### src/rtl/core/chc_pkg.sv
// Shared types, constants and the arctangent table of the calibrated compass heading core.
package chc_pkg;

    localparam int RAW_W      = 16;
    localparam int OFFSET_W   = 20;
    localparam int COEF_W     = 24;
    localparam int CENT_W     = 21;
    localparam int PROD_W     = 45;
    localparam int CAL_W      = 46;
    localparam int CORDIC_W   = 49;
    localparam int ACC_W      = 32;
    localparam int HEADING_W  = 17;
    localparam int TABLE_LEN  = 24;
    localparam int CFG_IDX_W  = 3;
    localparam int CFG_DATA_W = 24;

    localparam logic [CFG_IDX_W-1:0] REG_OFFSET_X = 3'd0;
    localparam logic [CFG_IDX_W-1:0] REG_OFFSET_Y = 3'd1;
    localparam logic [CFG_IDX_W-1:0] REG_COEF_XX  = 3'd2;
    localparam logic [CFG_IDX_W-1:0] REG_COEF_XY  = 3'd3;
    localparam logic [CFG_IDX_W-1:0] REG_COEF_YX  = 3'd4;
    localparam logic [CFG_IDX_W-1:0] REG_COEF_YY  = 3'd5;

    localparam logic signed [OFFSET_W-1:0] OFFSET_X_RST = -20'sd1577;
    localparam logic signed [OFFSET_W-1:0] OFFSET_Y_RST = -20'sd5416;
    localparam logic signed [COEF_W-1:0]   COEF_XX_RST  = -24'sd60782;
    localparam logic signed [COEF_W-1:0]   COEF_XY_RST  = -24'sd20307;
    localparam logic signed [COEF_W-1:0]   COEF_YX_RST  = 24'sd18491;
    localparam logic signed [COEF_W-1:0]   COEF_YY_RST  = -24'sd55346;

    localparam logic [ACC_W-1:0] HALF_TURN = 32'h8000_0000;

    typedef struct packed {
        logic signed [OFFSET_W-1:0] offset_x;
        logic signed [OFFSET_W-1:0] offset_y;
        logic signed [COEF_W-1:0]   coef_xx;
        logic signed [COEF_W-1:0]   coef_xy;
        logic signed [COEF_W-1:0]   coef_yx;
        logic signed [COEF_W-1:0]   coef_yy;
    } cfg_t;

    typedef struct packed {
        logic                       zero;
        logic signed [CORDIC_W-1:0] x;
        logic signed [CORDIC_W-1:0] y;
        logic [ACC_W-1:0]           acc;
    } vec_t;

    function automatic logic [ACC_W-1:0] atan_turn(input logic [4:0] idx);
        logic [ACC_W-1:0] val;
        unique case (idx)
            5'd0:    val = 32'd536870912;
            5'd1:    val = 32'd316933406;
            5'd2:    val = 32'd167458907;
            5'd3:    val = 32'd85004756;
            5'd4:    val = 32'd42667331;
            5'd5:    val = 32'd21354465;
            5'd6:    val = 32'd10679838;
            5'd7:    val = 32'd5340245;
            5'd8:    val = 32'd2670163;
            5'd9:    val = 32'd1335087;
            5'd10:   val = 32'd667544;
            5'd11:   val = 32'd333772;
            5'd12:   val = 32'd166886;
            5'd13:   val = 32'd83443;
            5'd14:   val = 32'd41722;
            5'd15:   val = 32'd20861;
            5'd16:   val = 32'd10430;
            5'd17:   val = 32'd5215;
            5'd18:   val = 32'd2608;
            5'd19:   val = 32'd1304;
            5'd20:   val = 32'd652;
            5'd21:   val = 32'd326;
            5'd22:   val = 32'd163;
            5'd23:   val = 32'd81;
            default: val = '0;
        endcase
        return val;
    endfunction

endpackage

### src/rtl/core/chc_cell.sv
// One CORDIC vectoring cell: a single micro-rotation with its own register.
module chc_cell
    import chc_pkg::*;
#(
    parameter int STAGE = 0
) (
    input  logic aclk,
    input  logic aresetn,
    input  logic in_valid,
    output logic in_ready,
    input  vec_t in_vec,
    output logic out_valid,
    input  logic out_ready,
    output vec_t out_vec
);

    logic valid_reg;
    vec_t vec_reg, vec_next;
    logic signed [CORDIC_W-1:0] xs, ys;
    logic rdy;

    assign rdy       = !valid_reg || out_ready;
    assign in_ready  = rdy;
    assign out_valid = valid_reg;
    assign out_vec   = vec_reg;

    assign xs = in_vec.x >>> STAGE;
    assign ys = in_vec.y >>> STAGE;

    always_comb begin
        vec_next.zero = in_vec.zero;
        if (!in_vec.y[CORDIC_W-1]) begin
            vec_next.x   = in_vec.x + ys;
            vec_next.y   = in_vec.y - xs;
            vec_next.acc = in_vec.acc + atan_turn(5'(STAGE));
        end else begin
            vec_next.x   = in_vec.x - ys;
            vec_next.y   = in_vec.y + xs;
            vec_next.acc = in_vec.acc - atan_turn(5'(STAGE));
        end
    end

    always_ff @(posedge aclk) begin
        if (!aresetn) begin
            valid_reg <= 1'b0;
        end else if (rdy) begin
            valid_reg <= in_valid;
        end
    end

    always_ff @(posedge aclk) begin
        if (rdy && in_valid) begin
            vec_reg <= vec_next;
        end
    end

endmodule

### config.mk
export PLATFORM = sky130hd
export DESIGN_NAME = chc_cell
export DESIGN_NICKNAME = d
export VERILOG_FILES = /design/src/rtl/core/chc_pkg.sv /design/src/rtl/core/chc_cell.sv
export SDC_FILE = /design/constraint.sdc
export NUM_CORES = 1
export LEC_CHECK = 0
export BUFFER_PORTS_ARGS = -buffer_cell sky130_fd_sc_hd__buf_2
export CAP_MARGIN = 15
export CELL_PAD_IN_SITES_DETAIL_PLACEMENT = 1
export CELL_PAD_IN_SITES_GLOBAL_PLACEMENT = 1
export CORE_ASPECT_RATIO = 0.7
export CORE_MARGIN = 10
export CORE_UTILIZATION = 46
export DETAILED_ROUTE_END_ITERATION = 10
export GPL_ROUTABILITY_DRIVEN = 1
export MAX_ROUTING_LAYER = met4
export PLACE_DENSITY_LB_ADDON = 0.1
export SYNTH_ARGS = -nofsm -noshare
export SYNTH_HDL_FRONTEND = slang
export SYNTH_SLANG_ARGS = --single-unit
export TNS_END_PERCENT = 50
### constraint.sdc
create_clock -name aclk -period 12.86 [get_ports aclk]
set_input_delay 1.929 -clock aclk [delete_from_list [all_inputs] [get_ports aclk]]
set_output_delay 1.929 -clock aclk [all_outputs]
set_load 0.02 [all_outputs]
==> results.py <==
metrics = {
    "die": {
        "num_rows": 51,
        "die-area_sq_um": 36100,
        "die-width_um": 223,
        "top_level_ports": 268,
        "initial_core_util_pct": 47.2,
        "coreArea_sq_um": 28100,
        "die_height_um": 162,
    },
    "yosys": {
        "async_flop_share_pct": 0,
        "synthDistinctLibCells": 84,
        "syn_nets": 1850,
        "synth-edff-count": 130,
        "yosysWarnings": 0,
        "ys_ff_latch": 131,
        "syn_area_sq_um": 13200,
        "syn_avg_cell_area_sq_um": 8.54,
        "ys_seq_area_share_pct": 29.6,
        "synthCells": 1551,
        "synth_ff_type": "edfxtp_1",
    },
    "sta": {
        "min_period_over_period_pct": 42.6,
        "worst_pin_slew_ps": 1190,
        "setup_violations": 0,
        "rsz0062_at_grt": "no",
        "clock_skew_ps": 10.8,
        "slew_headroom_pct": 20.6,
        "layout_min_cycle_time_ps": 5480,
        "tns_ps": 0,
        "holdWs_ps": 541,
        "drv_slew": 0,
        "finalHoldViolations": 0,
        "fmax_mhz": 183,
        "setup_slack_ps": 7380,
    },
    "clock_network": {
        "cts.path.max_buffers": 2,
        "cts_setup_buffers": 0,
        "cts_tree": "yes",
        "cts_buffers": 17,
        "cts_resized": 0,
        "h-tree-depth": 4,
        "cts_sinks": 131,
        "clk_latency_ps": 460,
        "clk_pin_slew_ps": 70,
        "hold_buffers": 0,
        "cts-root-buf": "clkbuf_16",
    },
    "routing": {
        "ant_nets": 0,
        "routed_wirelength_um": 59400,
        "drc": 0,
        "drt_iter0_drc": 1816,
        "wl_per_cell_um": 27.6,
        "drt_pass1_iterations": 5,
        "viasPerCell": 6.41,
        "route.vias.total": 13800,
    },
    "pwr": {
        "pwr-share-comb_pct": 39.3,
        "switchingPower_mw": 0.748,
        "p_int_mw": 1.04,
        "p_sw_share_pct": 41.8,
        "ir_worst_vdd_uv": 101,
        "power_mw": 1.79,
        "p_per_area_nw_per_um2": 116,
        "p_leak_nw": 6.79,
        "power_frac_seq_pct": 31.4,
        "clkPwrFrac_pct": 29.3,
    },
    "final_layout": {
        "drive_gt1_share_pct": 18.7,
        "syn_to_final_growth_pct": 16.0,
        "nets": 2069,
        "stdcell_count": 2155,
    },
    "global_routing": {
        "grt_remaining_overflow": 0,
        "grt_pass1_wl_um": 89300,
        "grt_antenna_before_repair": 1,
        "grt_usage_pct": 32.6,
        "grt_max_degree": 85,
        "grt_pass1_vias": 13800,
    },
    "placement": {
        "dp_slack_ps": 7190,
        "placed_cells": 2122,
        "portBuffers": 267,
        "place_congestion": 1.03,
        "place_hpwl_um": 47400,
    },
    "worst_setup_path": {
        "r2r_start": "out_valid",
        "rrSetupSlack_ps": 10370,
        "required_ps": 13060,
        "crit_path_end_kind": "register",
        "cp_max_fo": 6,
        "critPathArrivalTime_ps": 5680,
        "reg2regPathDepth": 3,
        "reg2reg_to": "out_vec[98]",
        "start_kind": "input pin",
        "path_class": "input pin to register",
    },
    "min_path": {
        "hold_path.class": "register to register",
        "min_path_cells": 2,
        "whs_endpoint": "out_valid",
        "hp-start": "out_valid",
    },
    "job": {
        "cap_violations": 0,
    },
    "outcome": {
        "status": "finished, final reports clean",
    },
}
## worst max-delay path, cell delays in order
cell      delay [ps]
buf_2            110
inv_1             60
ha_1             250
fa_1             410
nor2b_1          200
o211ai_1         150
a21oi_1          700
o21ai_1          390
o21ai_1          360
o31a_1           390
a31oi_1          260
nor3_1           350
xnor2_1          110
## worst max-delay path by stage
| stage | start | end | cells after the start |
|---|---|---|---|
| detailed placement | in_vec[32] | out_vec[80] | 13 |
| global route | in_vec[32] | out_vec[80] | 13 |
| floorplan | out_ready | out_vec[0] | 2 |
| CTS | in_vec[32] | out_vec[80] | 13 |
| finish | in_vec[32] | out_vec[80] | 13 |
| global placement | in_vec[52] | out_vec[128] | 11 |
## kinds of logic (layout without fill, tap and decap cells)
family / Yosys count / after routing / share of synthesized area (%)
AOI/OAI and AO/OA: 541 / 541 / 26.3
xor gates and xnor gates: 96 / 96 / 6.35
buffers and inverters: 232 / 464 / 6.83
DFF: 131 / 131 / 29.6
other: 0 / 1 / 0
adders and majority gates: 164 / 164 / 15.7
muxes: 26 / 26 / 1.96
and+or+nand+nor: 361 / 361 / 13.2
## cells in the mapped netlist, drive strengths merged (11+ instances only)
cell    number  area, sq um
nor4        22          138
nand2b      14         87.6
a21o        32          240
o211ai      13          103
nand4       20          125
nor2       101          379
o21a        11         82.6
nand2       88          330
o21ai      113          569
xnor2       87          762
a31oi       16          100
o31ai       25          188
clkbuf      36          135
edfxtp     130         3900
a21oi      181          913
nor3        34          180
nor2b       19          119
mux2i       26          260
buf         34          161
inv        160          601
a211oi      23          173
o21bai      37          278
ha         160         2000
nand3       21          105
## layout by cell type (no fill, tap or decap), types with 14 or more instances in the layout
cell	netlist	routed
a211oi_1	23	23
a21o_1	32	32
a21oi_1	179	179
a31oi_1	16	16
buf_2	18	266
clkbuf_16	0	17
edfxtp_1	130	130
ha_1	160	160
inv_1	153	153
mux2i_1	26	26
nand2_1	88	88
nand2b_1	14	14
nand3_1	21	21
nand4_1	20	20
nor2_1	101	101
nor2b_1	19	19
nor3_1	32	32
nor4_1	22	22
o21ai_0	89	89
o21ai_1	23	23
o21bai_1	37	37
o31ai_1	25	25
xnor2_1	87	87
## power groups by stage
stage | logic [mW] | clock network [mW] | registers (mW)
3_5_place_dp | 0.676 | 0 | 0.570
5_1_grt | 0.748 | 0.542 | 0.566
4_1_cts | 0.685 | 0.526 | 0.562
6_report | 0.704 | 0.523 | 0.561
3_3_place_gp | 0.662 | 0 | 0.566
2_1_floorplan | 0.364 | 0 | 0.636
## layout make-up
class	count	area, sq um
fill	3434	12700
multi-input combinational	1188	8420
sequential	131	3920
timing repair buffer	270	1360
inverter	162	608
tap	371	464
clock buffer	17	425
clock inverter	15	158
antenna	1	2.50
## metrics by stage
step,instance area [sq um],util (%)
global route,15400,54.7
finish,15400,54.7
floorplan,13200,-
detailed placement,14800,52.6
global placement,14800,52.6
CTS,15400,54.7
## state kept, by name, summed over array words and instances (netlist names)
register and cells:
out_vec 130, out_valid 1
## per-layer routing
| metal | global-route usage (%) | part of all wire, % |
|---|---|---|
| met1 | 46.4 | 45 |
| met5 | - | 0 |
| met3 | 8.16 | 12 |
| met4 | 6.00 | 1.2 |
| met2 | 46.0 | 42 |
(Power assumes the default switching activity.)
