File: config.mk
export PLATFORM = sky130hd
export DESIGN_NAME = chc_scale
export DESIGN_NICKNAME = d
export VERILOG_FILES = /design/src/rtl/core/chc_pkg.sv /design/src/rtl/core/chc_scale.sv
export SDC_FILE = /design/constraint.sdc
export NUM_CORES = 1
export LEC_CHECK = 0
export BUFFER_PORTS_ARGS = -buffer_cell sky130_fd_sc_hd__buf_4
export CAP_MARGIN = 20
export CORE_ASPECT_RATIO = 0.75
export CORE_MARGIN = 10
export CORE_UTILIZATION = 40
export CTS_BUF_LIST = sky130_fd_sc_hd__clkbuf_4
export CTS_CLUSTER_DIAMETER = 40
export CTS_CLUSTER_SIZE = 30
export DETAILED_ROUTE_END_ITERATION = 10
export PLACE_DENSITY = 0.69
export SKIP_CTS_REPAIR_TIMING = 1
export SYNTH_ARGS = -nofsm -noshare
export SYNTH_HDL_FRONTEND = slang
export SYNTH_SLANG_ARGS = --single-unit
export TNS_END_PERCENT = 1
File: constraint.sdc
create_clock -name aclk -period 4.7 [get_ports aclk]
set_input_delay 0 -clock aclk [delete_from_list [all_inputs] [get_ports aclk]]
set_output_delay 0 -clock aclk [all_outputs]
set_load 0.03 [all_outputs]
File: src/rtl/core/chc_pkg.sv
// Shared types, constants and the arctangent table of the calibrated compass heading core.
package chc_pkg;

    localparam int RAW_W      = 16;
    localparam int OFFSET_W   = 20;
    localparam int COEF_W     = 24;
    localparam int CENT_W     = 21;
    localparam int PROD_W     = 45;
    localparam int CAL_W      = 46;
    localparam int CORDIC_W   = 49;
    localparam int ACC_W      = 32;
    localparam int HEADING_W  = 17;
    localparam int TABLE_LEN  = 24;
    localparam int CFG_IDX_W  = 3;
    localparam int CFG_DATA_W = 24;

    localparam logic [CFG_IDX_W-1:0] REG_OFFSET_X = 3'd0;
    localparam logic [CFG_IDX_W-1:0] REG_OFFSET_Y = 3'd1;
    localparam logic [CFG_IDX_W-1:0] REG_COEF_XX  = 3'd2;
    localparam logic [CFG_IDX_W-1:0] REG_COEF_XY  = 3'd3;
    localparam logic [CFG_IDX_W-1:0] REG_COEF_YX  = 3'd4;
    localparam logic [CFG_IDX_W-1:0] REG_COEF_YY  = 3'd5;

    localparam logic signed [OFFSET_W-1:0] OFFSET_X_RST = -20'sd1577;
    localparam logic signed [OFFSET_W-1:0] OFFSET_Y_RST = -20'sd5416;
    localparam logic signed [COEF_W-1:0]   COEF_XX_RST  = -24'sd60782;
    localparam logic signed [COEF_W-1:0]   COEF_XY_RST  = -24'sd20307;
    localparam logic signed [COEF_W-1:0]   COEF_YX_RST  = 24'sd18491;
    localparam logic signed [COEF_W-1:0]   COEF_YY_RST  = -24'sd55346;

    localparam logic [ACC_W-1:0] HALF_TURN = 32'h8000_0000;

    typedef struct packed {
        logic signed [OFFSET_W-1:0] offset_x;
        logic signed [OFFSET_W-1:0] offset_y;
        logic signed [COEF_W-1:0]   coef_xx;
        logic signed [COEF_W-1:0]   coef_xy;
        logic signed [COEF_W-1:0]   coef_yx;
        logic signed [COEF_W-1:0]   coef_yy;
    } cfg_t;

    typedef struct packed {
        logic                       zero;
        logic signed [CORDIC_W-1:0] x;
        logic signed [CORDIC_W-1:0] y;
        logic [ACC_W-1:0]           acc;
    } vec_t;

    function automatic logic [ACC_W-1:0] atan_turn(input logic [4:0] idx);
        logic [ACC_W-1:0] val;
        unique case (idx)
            5'd0:    val = 32'd536870912;
            5'd1:    val = 32'd316933406;
            5'd2:    val = 32'd167458907;
            5'd3:    val = 32'd85004756;
            5'd4:    val = 32'd42667331;
            5'd5:    val = 32'd21354465;
            5'd6:    val = 32'd10679838;
            5'd7:    val = 32'd5340245;
            5'd8:    val = 32'd2670163;
            5'd9:    val = 32'd1335087;
            5'd10:   val = 32'd667544;
            5'd11:   val = 32'd333772;
            5'd12:   val = 32'd166886;
            5'd13:   val = 32'd83443;
            5'd14:   val = 32'd41722;
            5'd15:   val = 32'd20861;
            5'd16:   val = 32'd10430;
            5'd17:   val = 32'd5215;
            5'd18:   val = 32'd2608;
            5'd19:   val = 32'd1304;
            5'd20:   val = 32'd652;
            5'd21:   val = 32'd326;
            5'd22:   val = 32'd163;
            5'd23:   val = 32'd81;
            default: val = '0;
        endcase
        return val;
    endfunction

endpackage

File: src/rtl/core/chc_scale.sv
// Angle scaling: turns to degrees with rounding, full-turn wrap and output register.
module chc_scale
    import chc_pkg::*;
#(
    parameter int HEADING_FRAC_BITS = 8
) (
    input  logic                 aclk,
    input  logic                 aresetn,
    input  logic                 in_valid,
    output logic                 in_ready,
    input  logic                 in_zero,
    input  logic [ACC_W-1:0]     in_acc,
    output logic                 out_valid,
    input  logic                 out_ready,
    output logic [HEADING_W-1:0] heading
);

    localparam int SCALE_W = 9 + HEADING_FRAC_BITS;
    localparam int PW      = ACC_W + SCALE_W;
    localparam int HW      = PW + 1 - ACC_W;
    localparam logic [SCALE_W-1:0] DEG_SCALE = SCALE_W'(360 * (1 << HEADING_FRAC_BITS));
    localparam logic [HW-1:0]      FULL_TURN = HW'(360 * (1 << HEADING_FRAC_BITS));

    logic                 v_reg, out_v_reg;
    logic                 rdy0, rdy1;
    logic                 zero_reg;
    logic [PW-1:0]        prod_reg;
    logic [PW:0]          rounded;
    logic [HW-1:0]        h;
    logic [HW+HEADING_W-1:0] h_ext;
    logic [HEADING_W-1:0] heading_reg, heading_next;

    assign rdy1      = !out_v_reg || out_ready;
    assign rdy0      = !v_reg || rdy1;
    assign in_ready  = rdy0;
    assign out_valid = out_v_reg;
    assign heading   = heading_reg;

    assign rounded = {1'b0, prod_reg} + (PW+1)'(HALF_TURN);
    assign h       = rounded[PW:ACC_W];
    assign h_ext   = {{HEADING_W{1'b0}}, h};

    always_comb begin
        if (zero_reg || (h >= FULL_TURN)) begin
            heading_next = '0;
        end else begin
            heading_next = h_ext[HEADING_W-1:0];
        end
    end

    always_ff @(posedge aclk) begin
        if (!aresetn) begin
            v_reg     <= 1'b0;
            out_v_reg <= 1'b0;
        end else begin
            if (rdy0) v_reg     <= in_valid;
            if (rdy1) out_v_reg <= v_reg;
        end
    end

    always_ff @(posedge aclk) begin
        if (rdy0 && in_valid) begin
            prod_reg <= PW'(in_acc * DEG_SCALE);
            zero_reg <= in_zero;
        end
        if (rdy1 && v_reg) begin
            heading_reg <= heading_next;
        end
    end

endmodule

==> results by group <==
Final layout
  • Commonest cells after routing, fill and taps aside: 94 x inv_1, 85 x ha_1, 56 x buf_4
  • Post-route cell area: 5950 sq um
  • Max FFs per register: 18
  • Share of cells above drive strength 1: 13.1%
  • Fin nets: approximately 780
  • Fill cells: 1268
  • Most common cell after layout, fill and taps aside: inv_1
  • Area grow syn2layout: 13.0%

Worst setup path
  • CP endpoint kind: flop
  • WP data arrival: 3.56 ns
  • Reg-to-reg startpoint: prod_reg[31]
  • Crit path max-delay cell type: fa_1
  • Setup crit start kind: input pin
  • CP Class: input pin to flop
  • Critical path, cell by cell: buf_4 -> ha_1 -> inv_1 -> fa_1 -> fa_1 -> inv_1 -> ha_1 -> nand2_1 -> nor3_2 -> nand3_1 -> a21oi_1 -> o31ai_2 -> a211oi_1 -> o21ai_0 -> o41a_1
  • CP required: 4.79 ns
  • Slowest Stage Delay on Critical Path: 0.52 ns
  • Worst Path Max Fanout: 7
  • CP Launch Point: in_acc[16]

Drt
  • DR iter-0 viols: 121
  • Vias: between 3000 and 4000
  • Via/cell ratio: ~5
  • Drt wl/cell: 13.2 um
  • Final WL: 10400 um
  • Post-route ant nets: 0
  • Drt pass-1 iters: 4
  • Drt drc: 0

Logic synthesis
  • Top FF cell, synth: edfxtp_1
  • Mapped Area: 5260 sq um
  • Synthesized Nets: 715
  • Syn Area/Cell: 9.57 sq um
  • Post-Synth Adder-Cell Area: between 30% and 40%
  • Post-Synth Simple-Gate Area: 11.8%
  • Synth area leader: edfxtp_1
  • Largest family of logic cells by synthesized area: adder cells
  • Post-Synth XOR/XNOR Area: 7.99%
  • Post-synth top area share: 20.5%
  • Register bit total from synthesis: 38
  • Main area contributors after synthesis: edfxtp_1 21%, ha_1 20%, fa_1 16%, inv_1 6.7%, xor2_1 4.2%
  • FFs w/ async S/R, synth: 0%
  • Synth warn: 0
  • Multiplexer share of the synthesized area: 0.618%
  • Post-synthesis cell count: 550
  • Sequential element share of the synthesized area: about a fifth
  • Synth Area in Compound Gates: between 10% and 20%
  • EDFF count, synth: 36
  • Cell variety after synth: 56

Timing
  • Clock Skew: 0.00884 ns
  • Period Utilization, post-route: around 74%
  • Number of setup violations in the final report: 0
  • Fmax: between 0.2 and 0.3 GHz
  • Unrepaired setup endpoints after global routing: no
  • Final hold vios: 0
  • Fin. max-slew vios: 0
  • Crit path time final: 3.47 ns
  • Final TNS setup: 0 ns
  • Worst slew pin tran: 0.835 ns
  • Rel. slew slack: 44.3%

Global route
  • Largest net degree at the start of global routing: 20
  • GRT Residual Overflow: 0
  • GRT Resource Usage Total: between 10% and 20%
  • First-pass GRT wire length: 18600 um
  • Initial antenna violation count: 0
  • Number of global-route vias before repair: between 4000 and 5000

Power
  • Maximum VDD drop: 0.150 mV
  • PD cells: roughly 420 nW/um^2
  • Leakage: slightly below 0.003 uW

Clock tree
  • CTS clk-pin slew, worst paths: 0.10 ns
  • # H-tree levels: 2
  • CTS tree: yes
  • Clock Latency Late Sink: 0.34 ns
  • Clock buffer depth: 2
  • Root buf cell: clkbuf_4
  • CTS buffer count: 5
  • Clock tree sinks: 38

Placed design
  • I/O Buffers: 55
  • RD Place Congestion: approximately 0.86
  • Hpwl dp: 9300 um
  • Post-placement cell area: 5860 sq um

Floorplanning
  • Initial Utilization: between 40% and 50%
  • Die Height: 119 um
  • Row count: 36
  • Ports: 56
  • Core ar.: 12900 sq um
  • Die area: 18200 sq um
  • Die W: 152 um

Outcome
  • Status: finished, final reports clean

Worst hold path
  • Hold_sp: out_ready
  • Worst min-delay path class: input pin to flop

Run
  • Max-cap violations: 0
==> worst max-delay path, delay by kind of cell <==
| kind | cells | cell delay, ns |
|---|---|---|
| adder cells (fa/ha/maj) | 4 | 1.69 |
| AO/OA/AOI/OAI | 5 | 1.08 |
| AND/OR/NAND/NOR | 3 | 0.54 |
| buffers and inverters | 3 | 0.24 |
==> kinds of logic after synthesis <==
kind of cell | Yosys count
AOI/OAI and AO/OA | 112
xor gates and xnor gates | 48
adders and majority gates | 129
buffers and inverters | 99
DFF | 38
muxes | 3
and+or+nand+nor | 121
==> Yosys cell counts, types with 2 or more instances <==
cell and count:
nor3_1 7, edfxtp_1 36, nor2b_1 6, clkbuf_1 3
fa_1 43, mux2_2 2, nand2_1 32, nand4_1 7
inv_1 94, o21a_1 3, and3_1 8, buf_6 2
xor2_1 25, a21oi_4 2, and2_1 4, dfxtp_1 2
a211oi_1 4, xnor2_1 23, o21bai_1 8, a21oi_1 40
o31ai_1 2, o21ai_0 15, a21o_1 19, ha_1 85
nor2_1 33, nand3_1 14, o21ai_2 2
==> layout make-up <==
class | count | area (sq um) | area share [%]
timing repair buffer | 59 | 450 | 7.57
clock buffer | 6 | 45.0 | 0.757
tap | 171 | 214 | 3.60
sequential | 38 | 1120 | 18.8
antenna | 1 | 2.50 | 0.0421
clock inverter | 2 | 8.76 | 0.147
inverter | 94 | 353 | 5.93
multi-input combinational | 413 | 3760 | 63.1
==> metal layers <==
metal / global-route usage [%] / vias up / part of all wire (%)
met4: 3.51 / 0 / 1.6
li1: - / 2004 / -
met5: 0 / - / 0
met2: 17.5 / 83 / 41
met3: 1.55 / 18 / 3.4
met1: 17.1 / 1743 / 54
==> per-stage QoR <==
stage               setup slack (ns)  hold slack [ns]  std cells  total power [uW]  util, %
CTS                             1.23           -0.186        780              2530     45.8
global route                   0.889           0.0115        783              2820     46.0
detailed placement             0.849            0.181        772              2360     45.4
finish                          1.23           0.0133        784              2520     46.0
global placement               0.898            0.181        772              2320     45.4
floorplan                       1.26           0.0989        550              1980        -
==> worst paths after layout <==
check / end / slack, ns / cells after the start
min: out_valid / 0.01 / 3
min reg2reg: out_valid / 0.53 / 1
max reg2reg: heading[12] / 2.30 / 8
max: prod_reg[46] / 1.23 / 15
==> power by group <==
part	switching, uW	internal (uW)
Combinational	1000	729
Clock	90.6	61.8
Sequential	95.8	542
Total	1190	1330
Note: power is estimated with default switching activity, not from simulation.
